===== config.mk =====
export PLATFORM = sky130hd
export DESIGN_NAME = pulse_width_bit_decoder_page_store_core
export DESIGN_NICKNAME = d
export VERILOG_FILES = /design/src/pwbd_pkg.sv /design/src/pwbd_front.sv /design/src/pwbd_queue.sv /design/src/pwbd_back.sv /design/src/pulse_width_bit_decoder_page_store_core.sv
export VERILOG_INCLUDE_DIRS = /design/src /design/src/src
export SDC_FILE = /design/constraint.sdc
export NUM_CORES = 1
export LEC_CHECK = 0
export BUFFER_PORTS_ARGS = -buffer_cell sky130_fd_sc_hd__buf_2
export CAP_MARGIN = 10
export CORE_MARGIN = 2
export CORE_UTILIZATION = 57
export DETAILED_ROUTE_END_ITERATION = 10
export GPL_TIMING_DRIVEN = 1
export PLACE_DENSITY = 0.79
export SKIP_CTS_REPAIR_TIMING = 1
export SYNTH_ARGS = -nofsm -noshare
export SYNTH_HDL_FRONTEND = slang
export SYNTH_SLANG_ARGS = --single-unit

===== constraint.sdc =====
create_clock -name clock -period 6.55 [get_ports clock]
set_input_delay 0 -clock clock [delete_from_list [all_inputs] [get_ports clock]]
set_output_delay 0 -clock clock [all_outputs]
set_load 0.05 [all_outputs]

===== src/pulse_width_bit_decoder_page_store_core_assert.svh =====
// assertion macros used by the decoder rtl
`ifndef PULSE_WIDTH_BIT_DECODER_PAGE_STORE_CORE_ASSERT_SVH
`define PULSE_WIDTH_BIT_DECODER_PAGE_STORE_CORE_ASSERT_SVH

// same-cycle implication
`define PWBD_ASSERT_IMPLY(label, clk, rst, cond, prop) \
   label: assert property (@(posedge clk) disable iff (rst) (cond) |-> (prop)) \
      else $error("pwbd assertion failed");

// next-cycle implication
`define PWBD_ASSERT_NEXT(label, clk, rst, cond, prop) \
   label: assert property (@(posedge clk) disable iff (rst) (cond) |=> (prop)) \
      else $error("pwbd assertion failed");

`endif


===== src/pwbd_pkg.sv =====
// ----------------------------------------------------------------------------
// pwbd_pkg
// types and constants of the pulse width bit decoder with page store
// ----------------------------------------------------------------------------
package pwbd_pkg;

   localparam int PAGE_COUNT_DEF = 8;
   localparam int WORD_BITS      = 32;
   localparam int MODE_PAGE      = 3;
   localparam int QUEUE_DEPTH    = 2;
   localparam int PULSE_BITS     = 16;
   localparam int CNT_BITS       = 6;
   localparam int PAGE_OUT_BITS  = 3;
   localparam int MODE_BITS      = 8;

   localparam logic [PULSE_BITS-1:0] WAKE_MIN_RESET = 16'd100;
   localparam logic [PULSE_BITS-1:0] HALF_MIN_RESET = 16'd205;
   localparam logic [PULSE_BITS-1:0] HALF_MAX_RESET = 16'd307;

   localparam int CSR_ADDR_BITS = 4;
   localparam int CSR_DATA_BITS = 32;

   typedef enum logic [1:0] {
      REG_WAKE_MIN = 2'd0,
      REG_HALF_MIN = 2'd1,
      REG_HALF_MAX = 2'd2
   } reg_index_type;

   typedef enum logic [1:0] {
      PHASE_IDLE    = 2'd0,
      PHASE_ARMED   = 2'd1,
      PHASE_COLLECT = 2'd2
   } phase_type;

   typedef enum logic [1:0] {
      STATUS_INCOMPLETE = 2'd0,
      STATUS_STORED     = 2'd1,
      STATUS_ERROR      = 2'd2
   } status_type;

   typedef struct packed {
      logic [PULSE_BITS-1:0] wake_min;
      logic [PULSE_BITS-1:0] half_min;
      logic [PULSE_BITS-1:0] half_max;
   } timing_type;

   typedef struct packed {
      status_type             status;
      logic [WORD_BITS-1:0]   word;
   } entry_type;

endpackage


===== src/pwbd_front.sv =====
// ----------------------------------------------------------------------------
// pwbd_front
// classifies each pulse, shifts in bits and hands one entry per beat onward
// ----------------------------------------------------------------------------
module pwbd_front (
   input  logic                              clock,
   input  logic                              reset,
   input  pwbd_pkg::timing_type              timing,
   input  logic                              req_valid,
   output logic                              req_ready,
   input  logic                              req_line_level,
   input  logic [pwbd_pkg::PULSE_BITS-1:0]   req_pulse_us,
   output logic                              push_valid,
   input  logic                              push_ready,
   output pwbd_pkg::entry_type               push_data
);
   import pwbd_pkg::*;

   phase_type             phase_ff, phase_in;
   logic [CNT_BITS-1:0]   count_ff, count_in;
   logic [WORD_BITS-1:0]  shift_ff, shift_in;
   logic                  accept;
   logic [CNT_BITS-1:0]   count_base;
   logic [WORD_BITS-1:0]  shift_base;
   logic [CNT_BITS-1:0]   count_next;
   logic [WORD_BITS-1:0]  shift_next;
   logic                  in_window;

   assign req_ready  = push_ready;
   assign push_valid = req_valid;
   assign accept     = req_valid & push_ready;

   always_ff @(posedge clock) begin
      if (reset) begin
         phase_ff <= PHASE_IDLE;
         count_ff <= '0;
         shift_ff <= '0;
      end else if (accept) begin
         phase_ff <= phase_in;
         count_ff <= count_in;
         shift_ff <= shift_in;
      end
   end

   always_comb begin
      in_window  = (req_pulse_us >= timing.half_min) && (req_pulse_us <= timing.half_max);
      count_base = (phase_ff == PHASE_ARMED) ? '0 : count_ff;
      shift_base = (phase_ff == PHASE_ARMED) ? '0 : shift_ff;
      count_next = count_base + CNT_BITS'(1);
      shift_next = {req_line_level, shift_base[WORD_BITS-1:1]};
      phase_in   = phase_ff;
      count_in   = count_ff;
      shift_in   = shift_ff;
      push_data.status = STATUS_INCOMPLETE;
      push_data.word   = '0;
      unique case (phase_ff) inside
         PHASE_ARMED, PHASE_COLLECT: begin
            if (!in_window) begin
               phase_in = PHASE_IDLE;
               count_in = count_base;
               shift_in = shift_base;
               push_data.status = STATUS_ERROR;
            end else if (count_next == CNT_BITS'(WORD_BITS)) begin
               phase_in = PHASE_IDLE;
               count_in = '0;
               shift_in = '0;
               push_data.status = STATUS_STORED;
               push_data.word   = shift_next;
            end else begin
               phase_in = PHASE_COLLECT;
               count_in = count_next;
               shift_in = shift_next;
            end
         end
         default: begin
            if (req_line_level && (req_pulse_us > timing.wake_min)) begin
               phase_in = PHASE_ARMED;
               count_in = '0;
               shift_in = '0;
            end
         end
      endcase
   end

endmodule


===== src/pwbd_queue.sv =====
// ----------------------------------------------------------------------------
// pwbd_queue
// short first-in first-out queue between the front and back parts
// ----------------------------------------------------------------------------
module pwbd_queue #(
   parameter int DEPTH = pwbd_pkg::QUEUE_DEPTH
) (
   input  logic                  clock,
   input  logic                  reset,
   input  logic                  push_valid,
   output logic                  push_ready,
   input  pwbd_pkg::entry_type   push_data,
   output logic                  pop_valid,
   input  logic                  pop_ready,
   output pwbd_pkg::entry_type   pop_data
);
   import pwbd_pkg::*;

   localparam int PTR_BITS = (DEPTH > 1) ? $clog2(DEPTH) : 1;
   localparam int CNT_W    = $clog2(DEPTH + 1);

   entry_type             slot_ff [DEPTH];
   logic [PTR_BITS-1:0]   wr_ptr_ff, wr_ptr_in;
   logic [PTR_BITS-1:0]   rd_ptr_ff, rd_ptr_in;
   logic [CNT_W-1:0]      fill_ff, fill_in;
   logic                  push;
   logic                  pop;

   assign push_ready = (fill_ff < CNT_W'(DEPTH));
   assign pop_valid  = (fill_ff != '0);
   assign pop_data   = slot_ff[rd_ptr_ff];
   assign push       = push_valid & push_ready;
   assign pop        = pop_valid & pop_ready;

   always_comb begin
      wr_ptr_in = wr_ptr_ff;
      rd_ptr_in = rd_ptr_ff;
      if (push) begin
         wr_ptr_in = (wr_ptr_ff == PTR_BITS'(DEPTH - 1)) ? '0 : wr_ptr_ff + PTR_BITS'(1);
      end
      if (pop) begin
         rd_ptr_in = (rd_ptr_ff == PTR_BITS'(DEPTH - 1)) ? '0 : rd_ptr_ff + PTR_BITS'(1);
      end
      fill_in = fill_ff + CNT_W'(push) - CNT_W'(pop);
   end

   always_ff @(posedge clock) begin
      if (reset) begin
         wr_ptr_ff <= '0;
         rd_ptr_ff <= '0;
         fill_ff   <= '0;
      end else begin
         wr_ptr_ff <= wr_ptr_in;
         rd_ptr_ff <= rd_ptr_in;
         fill_ff   <= fill_in;
      end
   end

   always_ff @(posedge clock) begin
      if (push) begin
         slot_ff[wr_ptr_ff] <= push_data;
      end
   end

endmodule


===== src/pwbd_back.sv =====
// ----------------------------------------------------------------------------
// pwbd_back
// allocates pages for finished words, keeps page 0 and the mode byte,
// and drives the registered result beat
// ----------------------------------------------------------------------------
`include "pulse_width_bit_decoder_page_store_core_assert.svh"

module pwbd_back #(
   parameter int PAGE_COUNT = pwbd_pkg::PAGE_COUNT_DEF
) (
   input  logic                                 clock,
   input  logic                                 reset,
   input  logic                                 pop_valid,
   output logic                                 pop_ready,
   input  pwbd_pkg::entry_type                  pop_data,
   output logic                                 rsp_valid,
   input  logic                                 rsp_ready,
   output logic [1:0]                           rsp_status,
   output logic [pwbd_pkg::WORD_BITS-1:0]       rsp_stored_word,
   output logic [pwbd_pkg::PAGE_OUT_BITS-1:0]   rsp_stored_page,
   output logic [pwbd_pkg::WORD_BITS-1:0]       rsp_first_page_word,
   output logic [pwbd_pkg::MODE_BITS-1:0]       rsp_mode_byte
);
   import pwbd_pkg::*;

   localparam int PIW = $clog2(PAGE_COUNT);

   logic [PAGE_COUNT-1:0]    valid_ff, valid_in;
   logic [WORD_BITS-1:0]     page0_ff, page0_in;
   logic [MODE_BITS-1:0]     mode_ff, mode_in;
   logic                     rsp_valid_ff, rsp_valid_in;
   logic [1:0]               status_ff, status_in;
   logic [WORD_BITS-1:0]     word_ff, word_in;
   logic [PAGE_OUT_BITS-1:0] page_ff, page_in;
   logic [WORD_BITS-1:0]     first_ff;
   logic [MODE_BITS-1:0]     mode_out_ff;
   logic [PIW-1:0]           free_idx;
   logic                     pop;

   assign pop_ready = !rsp_valid_ff || rsp_ready;
   assign pop       = pop_valid && pop_ready;

   always_comb begin
      free_idx = '0;
      for (int i = PAGE_COUNT - 1; i >= 0; i--) begin
         if (!valid_ff[i]) begin
            free_idx = PIW'(i);
         end
      end
   end

   always_comb begin
      valid_in     = valid_ff;
      page0_in     = page0_ff;
      mode_in      = mode_ff;
      rsp_valid_in = rsp_valid_ff;
      status_in    = pop_data.status;
      word_in      = '0;
      page_in      = '0;
      if (pop) begin
         rsp_valid_in = 1'b1;
         if (pop_data.status == STATUS_STORED) begin
            valid_in[free_idx] = 1'b1;
            if (free_idx == '0) begin
               page0_in = pop_data.word;
            end
            if (free_idx == PIW'(MODE_PAGE)) begin
               mode_in = pop_data.word[WORD_BITS-1 -: MODE_BITS];
            end
            word_in = pop_data.word;
            page_in = PAGE_OUT_BITS'(free_idx);
         end
      end else if (rsp_ready) begin
         rsp_valid_in = 1'b0;
      end
   end

   always_ff @(posedge clock) begin
      if (reset) begin
         valid_ff     <= '0;
         page0_ff     <= '0;
         mode_ff      <= '0;
         rsp_valid_ff <= 1'b0;
      end else begin
         valid_ff     <= valid_in;
         page0_ff     <= page0_in;
         mode_ff      <= mode_in;
         rsp_valid_ff <= rsp_valid_in;
      end
   end

   always_ff @(posedge clock) begin
      if (pop) begin
         status_ff   <= status_in;
         word_ff     <= word_in;
         page_ff     <= page_in;
         first_ff    <= page0_in;
         mode_out_ff <= mode_in;
      end
   end

   assign rsp_valid           = rsp_valid_ff;
   assign rsp_status          = status_ff;
   assign rsp_stored_word     = word_ff;
   assign rsp_stored_page     = page_ff;
   assign rsp_first_page_word = first_ff;
   assign rsp_mode_byte       = mode_out_ff;

   `PWBD_ASSERT_NEXT(a_store_marks_one, clock, reset,
      pop && (pop_data.status == STATUS_STORED) && !(&valid_ff),
      $countones(valid_ff) == $countones($past(valid_ff)) + 1)
   `PWBD_ASSERT_NEXT(a_no_store_keeps_marks, clock, reset,
      !(pop && (pop_data.status == STATUS_STORED)), valid_ff == $past(valid_ff))
   `PWBD_ASSERT_IMPLY(a_page0_clear_until_marked, clock, reset,
      !valid_ff[0], page0_ff == '0)
   `PWBD_ASSERT_IMPLY(a_mode_clear_until_marked, clock, reset,
      !valid_ff[MODE_PAGE], mode_ff == '0)

endmodule


===== src/pulse_width_bit_decoder_page_store_core.sv =====
// ----------------------------------------------------------------------------
// pulse_width_bit_decoder_page_store_core
// decodes measured pulse widths into 32-bit words and keeps them in pages
// ----------------------------------------------------------------------------
// req_ beats carry one measured pulse (line level, length in microseconds).
// every req_ beat yields exactly one rsp_ beat: status, the word just stored
// with its page, the current page 0 word and the mode byte.
// csr_ is an apb write/read port for the wake threshold and the bit window;
// write it only while no beat is in flight.
// a taken request beat passes through the queue and then the response register.
// throughput: one beat per cycle while rsp_ready stays high, set by the front
// decoder and the single page allocation step in the back part.
// a two-entry queue between front and back and the response register let
// requests keep flowing while a response waits; once the queue and the
// response register are full, req_ready drops until rsp_ready returns.
// reset returns the decoder to idle, clears all page marks, page 0 and the
// mode byte, and loads the default timing values.
// ----------------------------------------------------------------------------
module pulse_width_bit_decoder_page_store_core #(
   parameter int PAGE_COUNT = pwbd_pkg::PAGE_COUNT_DEF
) (
   input  logic                                    clock,
   input  logic                                    reset,
   input  logic                                    req_valid,
   output logic                                    req_ready,
   input  logic                                    req_line_level,
   input  logic [pwbd_pkg::PULSE_BITS-1:0]         req_pulse_us,
   output logic                                    rsp_valid,
   input  logic                                    rsp_ready,
   output logic [1:0]                              rsp_status,
   output logic [pwbd_pkg::WORD_BITS-1:0]          rsp_stored_word,
   output logic [pwbd_pkg::PAGE_OUT_BITS-1:0]      rsp_stored_page,
   output logic [pwbd_pkg::WORD_BITS-1:0]          rsp_first_page_word,
   output logic [pwbd_pkg::MODE_BITS-1:0]          rsp_mode_byte,
   input  logic                                    csr_psel,
   input  logic                                    csr_penable,
   input  logic                                    csr_pwrite,
   input  logic [pwbd_pkg::CSR_ADDR_BITS-1:0]      csr_paddr,
   input  logic [pwbd_pkg::CSR_DATA_BITS-1:0]      csr_pwdata,
   output logic [pwbd_pkg::CSR_DATA_BITS-1:0]      csr_prdata,
   output logic                                    csr_pready
);
   import pwbd_pkg::*;

   timing_type   timing_ff, timing_in;
   logic [1:0]   reg_idx;
   logic         csr_write;
   logic         push_valid, push_ready;
   entry_type    push_data;
   logic         pop_valid, pop_ready;
   entry_type    pop_data;

   assign csr_pready = 1'b1;
   assign reg_idx    = csr_paddr[3:2];
   assign csr_write  = csr_psel & csr_penable & csr_pwrite;

   always_comb begin
      timing_in = timing_ff;
      if (csr_write) begin
         unique case (reg_idx)
            REG_WAKE_MIN: timing_in.wake_min = csr_pwdata[PULSE_BITS-1:0];
            REG_HALF_MIN: timing_in.half_min = csr_pwdata[PULSE_BITS-1:0];
            REG_HALF_MAX: timing_in.half_max = csr_pwdata[PULSE_BITS-1:0];
            default: ;
         endcase
      end
   end

   always_comb begin
      unique case (reg_idx)
         REG_WAKE_MIN: csr_prdata = CSR_DATA_BITS'(timing_ff.wake_min);
         REG_HALF_MIN: csr_prdata = CSR_DATA_BITS'(timing_ff.half_min);
         REG_HALF_MAX: csr_prdata = CSR_DATA_BITS'(timing_ff.half_max);
         default:      csr_prdata = '0;
      endcase
   end

   always_ff @(posedge clock) begin
      if (reset) begin
         timing_ff.wake_min <= WAKE_MIN_RESET;
         timing_ff.half_min <= HALF_MIN_RESET;
         timing_ff.half_max <= HALF_MAX_RESET;
      end else begin
         timing_ff <= timing_in;
      end
   end

   pwbd_front u_front (
      .clock          (clock),
      .reset          (reset),
      .timing         (timing_ff),
      .req_valid      (req_valid),
      .req_ready      (req_ready),
      .req_line_level (req_line_level),
      .req_pulse_us   (req_pulse_us),
      .push_valid     (push_valid),
      .push_ready     (push_ready),
      .push_data      (push_data)
   );

   pwbd_queue #(
      .DEPTH (QUEUE_DEPTH)
   ) u_queue (
      .clock      (clock),
      .reset      (reset),
      .push_valid (push_valid),
      .push_ready (push_ready),
      .push_data  (push_data),
      .pop_valid  (pop_valid),
      .pop_ready  (pop_ready),
      .pop_data   (pop_data)
   );

   pwbd_back #(
      .PAGE_COUNT (PAGE_COUNT)
   ) u_back (
      .clock               (clock),
      .reset               (reset),
      .pop_valid           (pop_valid),
      .pop_ready           (pop_ready),
      .pop_data            (pop_data),
      .rsp_valid           (rsp_valid),
      .rsp_ready           (rsp_ready),
      .rsp_status          (rsp_status),
      .rsp_stored_word     (rsp_stored_word),
      .rsp_stored_page     (rsp_stored_page),
      .rsp_first_page_word (rsp_first_page_word),
      .rsp_mode_byte       (rsp_mode_byte)
   );

endmodule

==> impl_metrics.env <==
export IMPL_cts_sink_count=286
export IMPL_cts_root_buf="clkbuf_16"
export IMPL_rows=53
export IMPL_die_area_mm2=0.0225
export IMPL_synth_edf_count=145
export IMPL_worst_slew_pin_transition_ps=1080
export IMPL_crit_arrival_ps=4110
export IMPL_final_cell_area_mm2=0.0143
export IMPL_required_ps=7030
export IMPL_final_util=0.681
export IMPL_timing_fmax_mhz=275
export IMPL_remaining_drc_errors=0
export IMPL_placeableCoreArea_mm2=0.0210
export IMPL_cts_buffers=28
export IMPL_period_share=0.554
export IMPL_yosysSeqAreaShare=0.590
export IMPL_io_buffers=136
export IMPL_clock_skew_ps=16.9
export IMPL_antenna_found_initial=0
export IMPL_synth_flop_cell="edfxtp_1"
export IMPL_vias=8742
export IMPL_setup_slack_ps=2920
export IMPL_status="completed"
export IMPL_ys_ff_latch=286
export IMPL_grt_remaining_overflow=0
export IMPL_synthCells=1142
export IMPL_fin_cells=1582
export IMPL_hpwlAfterDp_um=16300
export IMPL_wirelength_um=25600
export IMPL_grt_max_degree=97
export IMPL_cts_tree="done"
export IMPL_diodes=0
export IMPL_place_inst=1507
export IMPL_setup_viol=0
export IMPL_drtIter0Drc=537
export IMPL_routed_via_density=5.53
export IMPL_grtUsageTotal=0.224
export IMPL_fin_crit_ps=3630
export IMPL_place_congestion=0.906
export IMPL_avgSynthCellArea_um2=10.7
export IMPL_hold_path_class="input port to register"
export IMPL_slew_violations=0
export IMPL_setup_tns_ps=0
export IMPL_h_tree_depth=1
export IMPL_power_leakage_nw=5.48
export IMPL_worst_path_max_fanout=31
export IMPL_ir_drop_v=0.000277
export IMPL_path_clk_slew_ps=60
export IMPL_place_ws_ps=3000
export IMPL_grt_pass1_wl_um=40500
export IMPL_holdWs_ps=45.9
export IMPL_drive_above_1_share=0.167
export IMPL_postPlaceCellArea_mm2=0.0130
export IMPL_ant_nets=0
export IMPL_power_mw=5.89
export IMPL_synth_yosys_warnings=0
export IMPL_worst_setup_path_end_kind="register"
export IMPL_fp_dieH_um=150
export IMPL_cts_buffer_depth=3
export IMPL_fillCellCount=1548
export IMPL_hold_viol=0
export IMPL_grt_pass1_vias=8108
export IMPL_p_per_area_mw_per_mm2=412
export IMPL_path_class="register to register"
export IMPL_relSlewSlack=0.281
export IMPL_wl_per_cell_um=16.2
export IMPL_rsz0062_at_grt="no"
export IMPL_insertion_delay_ps=550
export IMPL_area_delta_synth_final_pct=17.3
export IMPL_pin_count=172
export IMPL_async_flop_share=0
export IMPL_cp_start_kind="register"
export IMPL_final_nets=1397
export IMPL_synth_lib_cells_used_distinct=59
export IMPL_cap_violations=0
export IMPL_die_w_um=150
export IMPL_dr_pass1_iters=5
export IMPL_start_util=0.581
export IMPL_syn_area_mm2=0.0122
==> per-layer routing <==
metal	up-vias	GRT usage	routed length, µm
met5	-	0	0
met4	0	0.0599	584
met3	51	0.0379	1490
met2	286	0.385	12500
met1	4111	0.296	11000
li1	4294	-	-
==> worst paths after layout <==
| check | to | depth (start not counted) | start | slack [ps] |
|---|---|---|---|---|
| worst max-delay path | u_front.shift_ff[22] | 10 | u_front.phase_ff[0] | 2920 |
| worst min-delay path | timing_ff[33] | 5 | csr_penable | 50 |
| worst max register to register | u_front.shift_ff[22] | 10 | u_front.phase_ff[0] | 2920 |
| worst min register to register | timing_ff[42] | 2 | timing_ff[42] | 470 |
==> cell usage in the layout, fill, tap and decap left out, drive strengths merged, types with 5 or more instances in the layout <==
cell,count
nor4,5
bufinv,5
a21oi,145
nor2,94
a211oi,35
o21ai,38
ha,52
clkbuf,38
nor2b,7
and2,41
nand3,11
edfxtp,145
dlygate4sd3,23
nor3b,5
conb,17
nor3,8
o211ai,17
inv,64
clkinv,7
mux2i,48
nand2,151
a21boi,6
buf,148
nand4,11
dfxtp,141
==> where the power goes <==
part | internal (mW) | switching [mW]
clock | 1.07 | 0.684
sequential | 2.30 | 0.0929
combinational | 0.372 | 1.36
==> cells in the mapped netlist (4+ instances only) <==
cell type	instances	area, µm²
nand4_1	11	68.8
nor3_1	7	35.0
nor4_1	5	31.3
a21boi_0	5	37.5
o21ai_0	36	180
nor2b_1	7	43.8
edfxtp_1	145	4350
and2_1	41	257
a211oi_1	34	255
xnor2_1	4	35.0
nor2_1	94	353
clkbuf_1	37	139
a21o_1	4	30.0
buf_4	17	128
inv_1	62	233
nor3b_1	4	30.0
dfxtp_1	141	2820
o211ai_1	16	120
nand2_1	151	567
a21oi_1	144	721
nand3_1	11	55.1
mux2i_1	48	480
ha_1	52	651
buf_2	14	70.1
==> sequential cells by signal, summed over array words and instances (netlist names), named ones only <==
signal and count:
u_back.rsp_mode_byte 8, u_back.rsp_status 2, u_back.rsp_stored_word 32, u_queue.fill_ff 2, u_back.mode_ff 8, u_back.rsp_first_page_word 32, timing_ff 48, u_back.valid_ff 8
u_front.count_ff 6, u_front.shift_ff 31, u_queue.wr_ptr_ff 1, u_back.rsp_valid 1, u_back.rsp_stored_page 3, u_back.page0_ff 32, u_queue.slot_ff 68, u_queue.rd_ptr_ff 1
u_front.phase_ff 2
==> layout make-up <==
type,count,area (µm²),share of cell area
inverter,63,236,0.0166
sequential,286,7180,0.503
clock inverter,14,231,0.0162
tap,275,344,0.0241
timing repair buffer,171,1000,0.0701
clock buffer,38,810,0.0567
multi-input combinational,735,4470,0.313
==> critical path: stages, from the launching register on <==
cell and delay, ps:
dfxtp_1 340, ha_1 300, nor2_1 100, ha_1 250
inv_1 80, nor3b_1 70, o21ai_1 340, and2_1 940
o211a_2 780, a21oi_1 190, a21oi_1 170
==> cell families (layout without fill, tap and decap cells) <==
group / count (synthesis) / count (layout) / synth area share
and+or+nand+nor: 345 / 345 / 0.129
DFF: 286 / 286 / 0.590
AOI/OAI and AO/OA: 266 / 266 / 0.133
buffers and inverters: 136 / 286 / 0.0499
adders and majority gates: 52 / 52 / 0.0535
muxes: 50 / 50 / 0.0413
xor gates and xnor gates: 5 / 5 / 0.00360
other: 2 / 17 / 0.000617
Power figures use the tool's default switching activity.
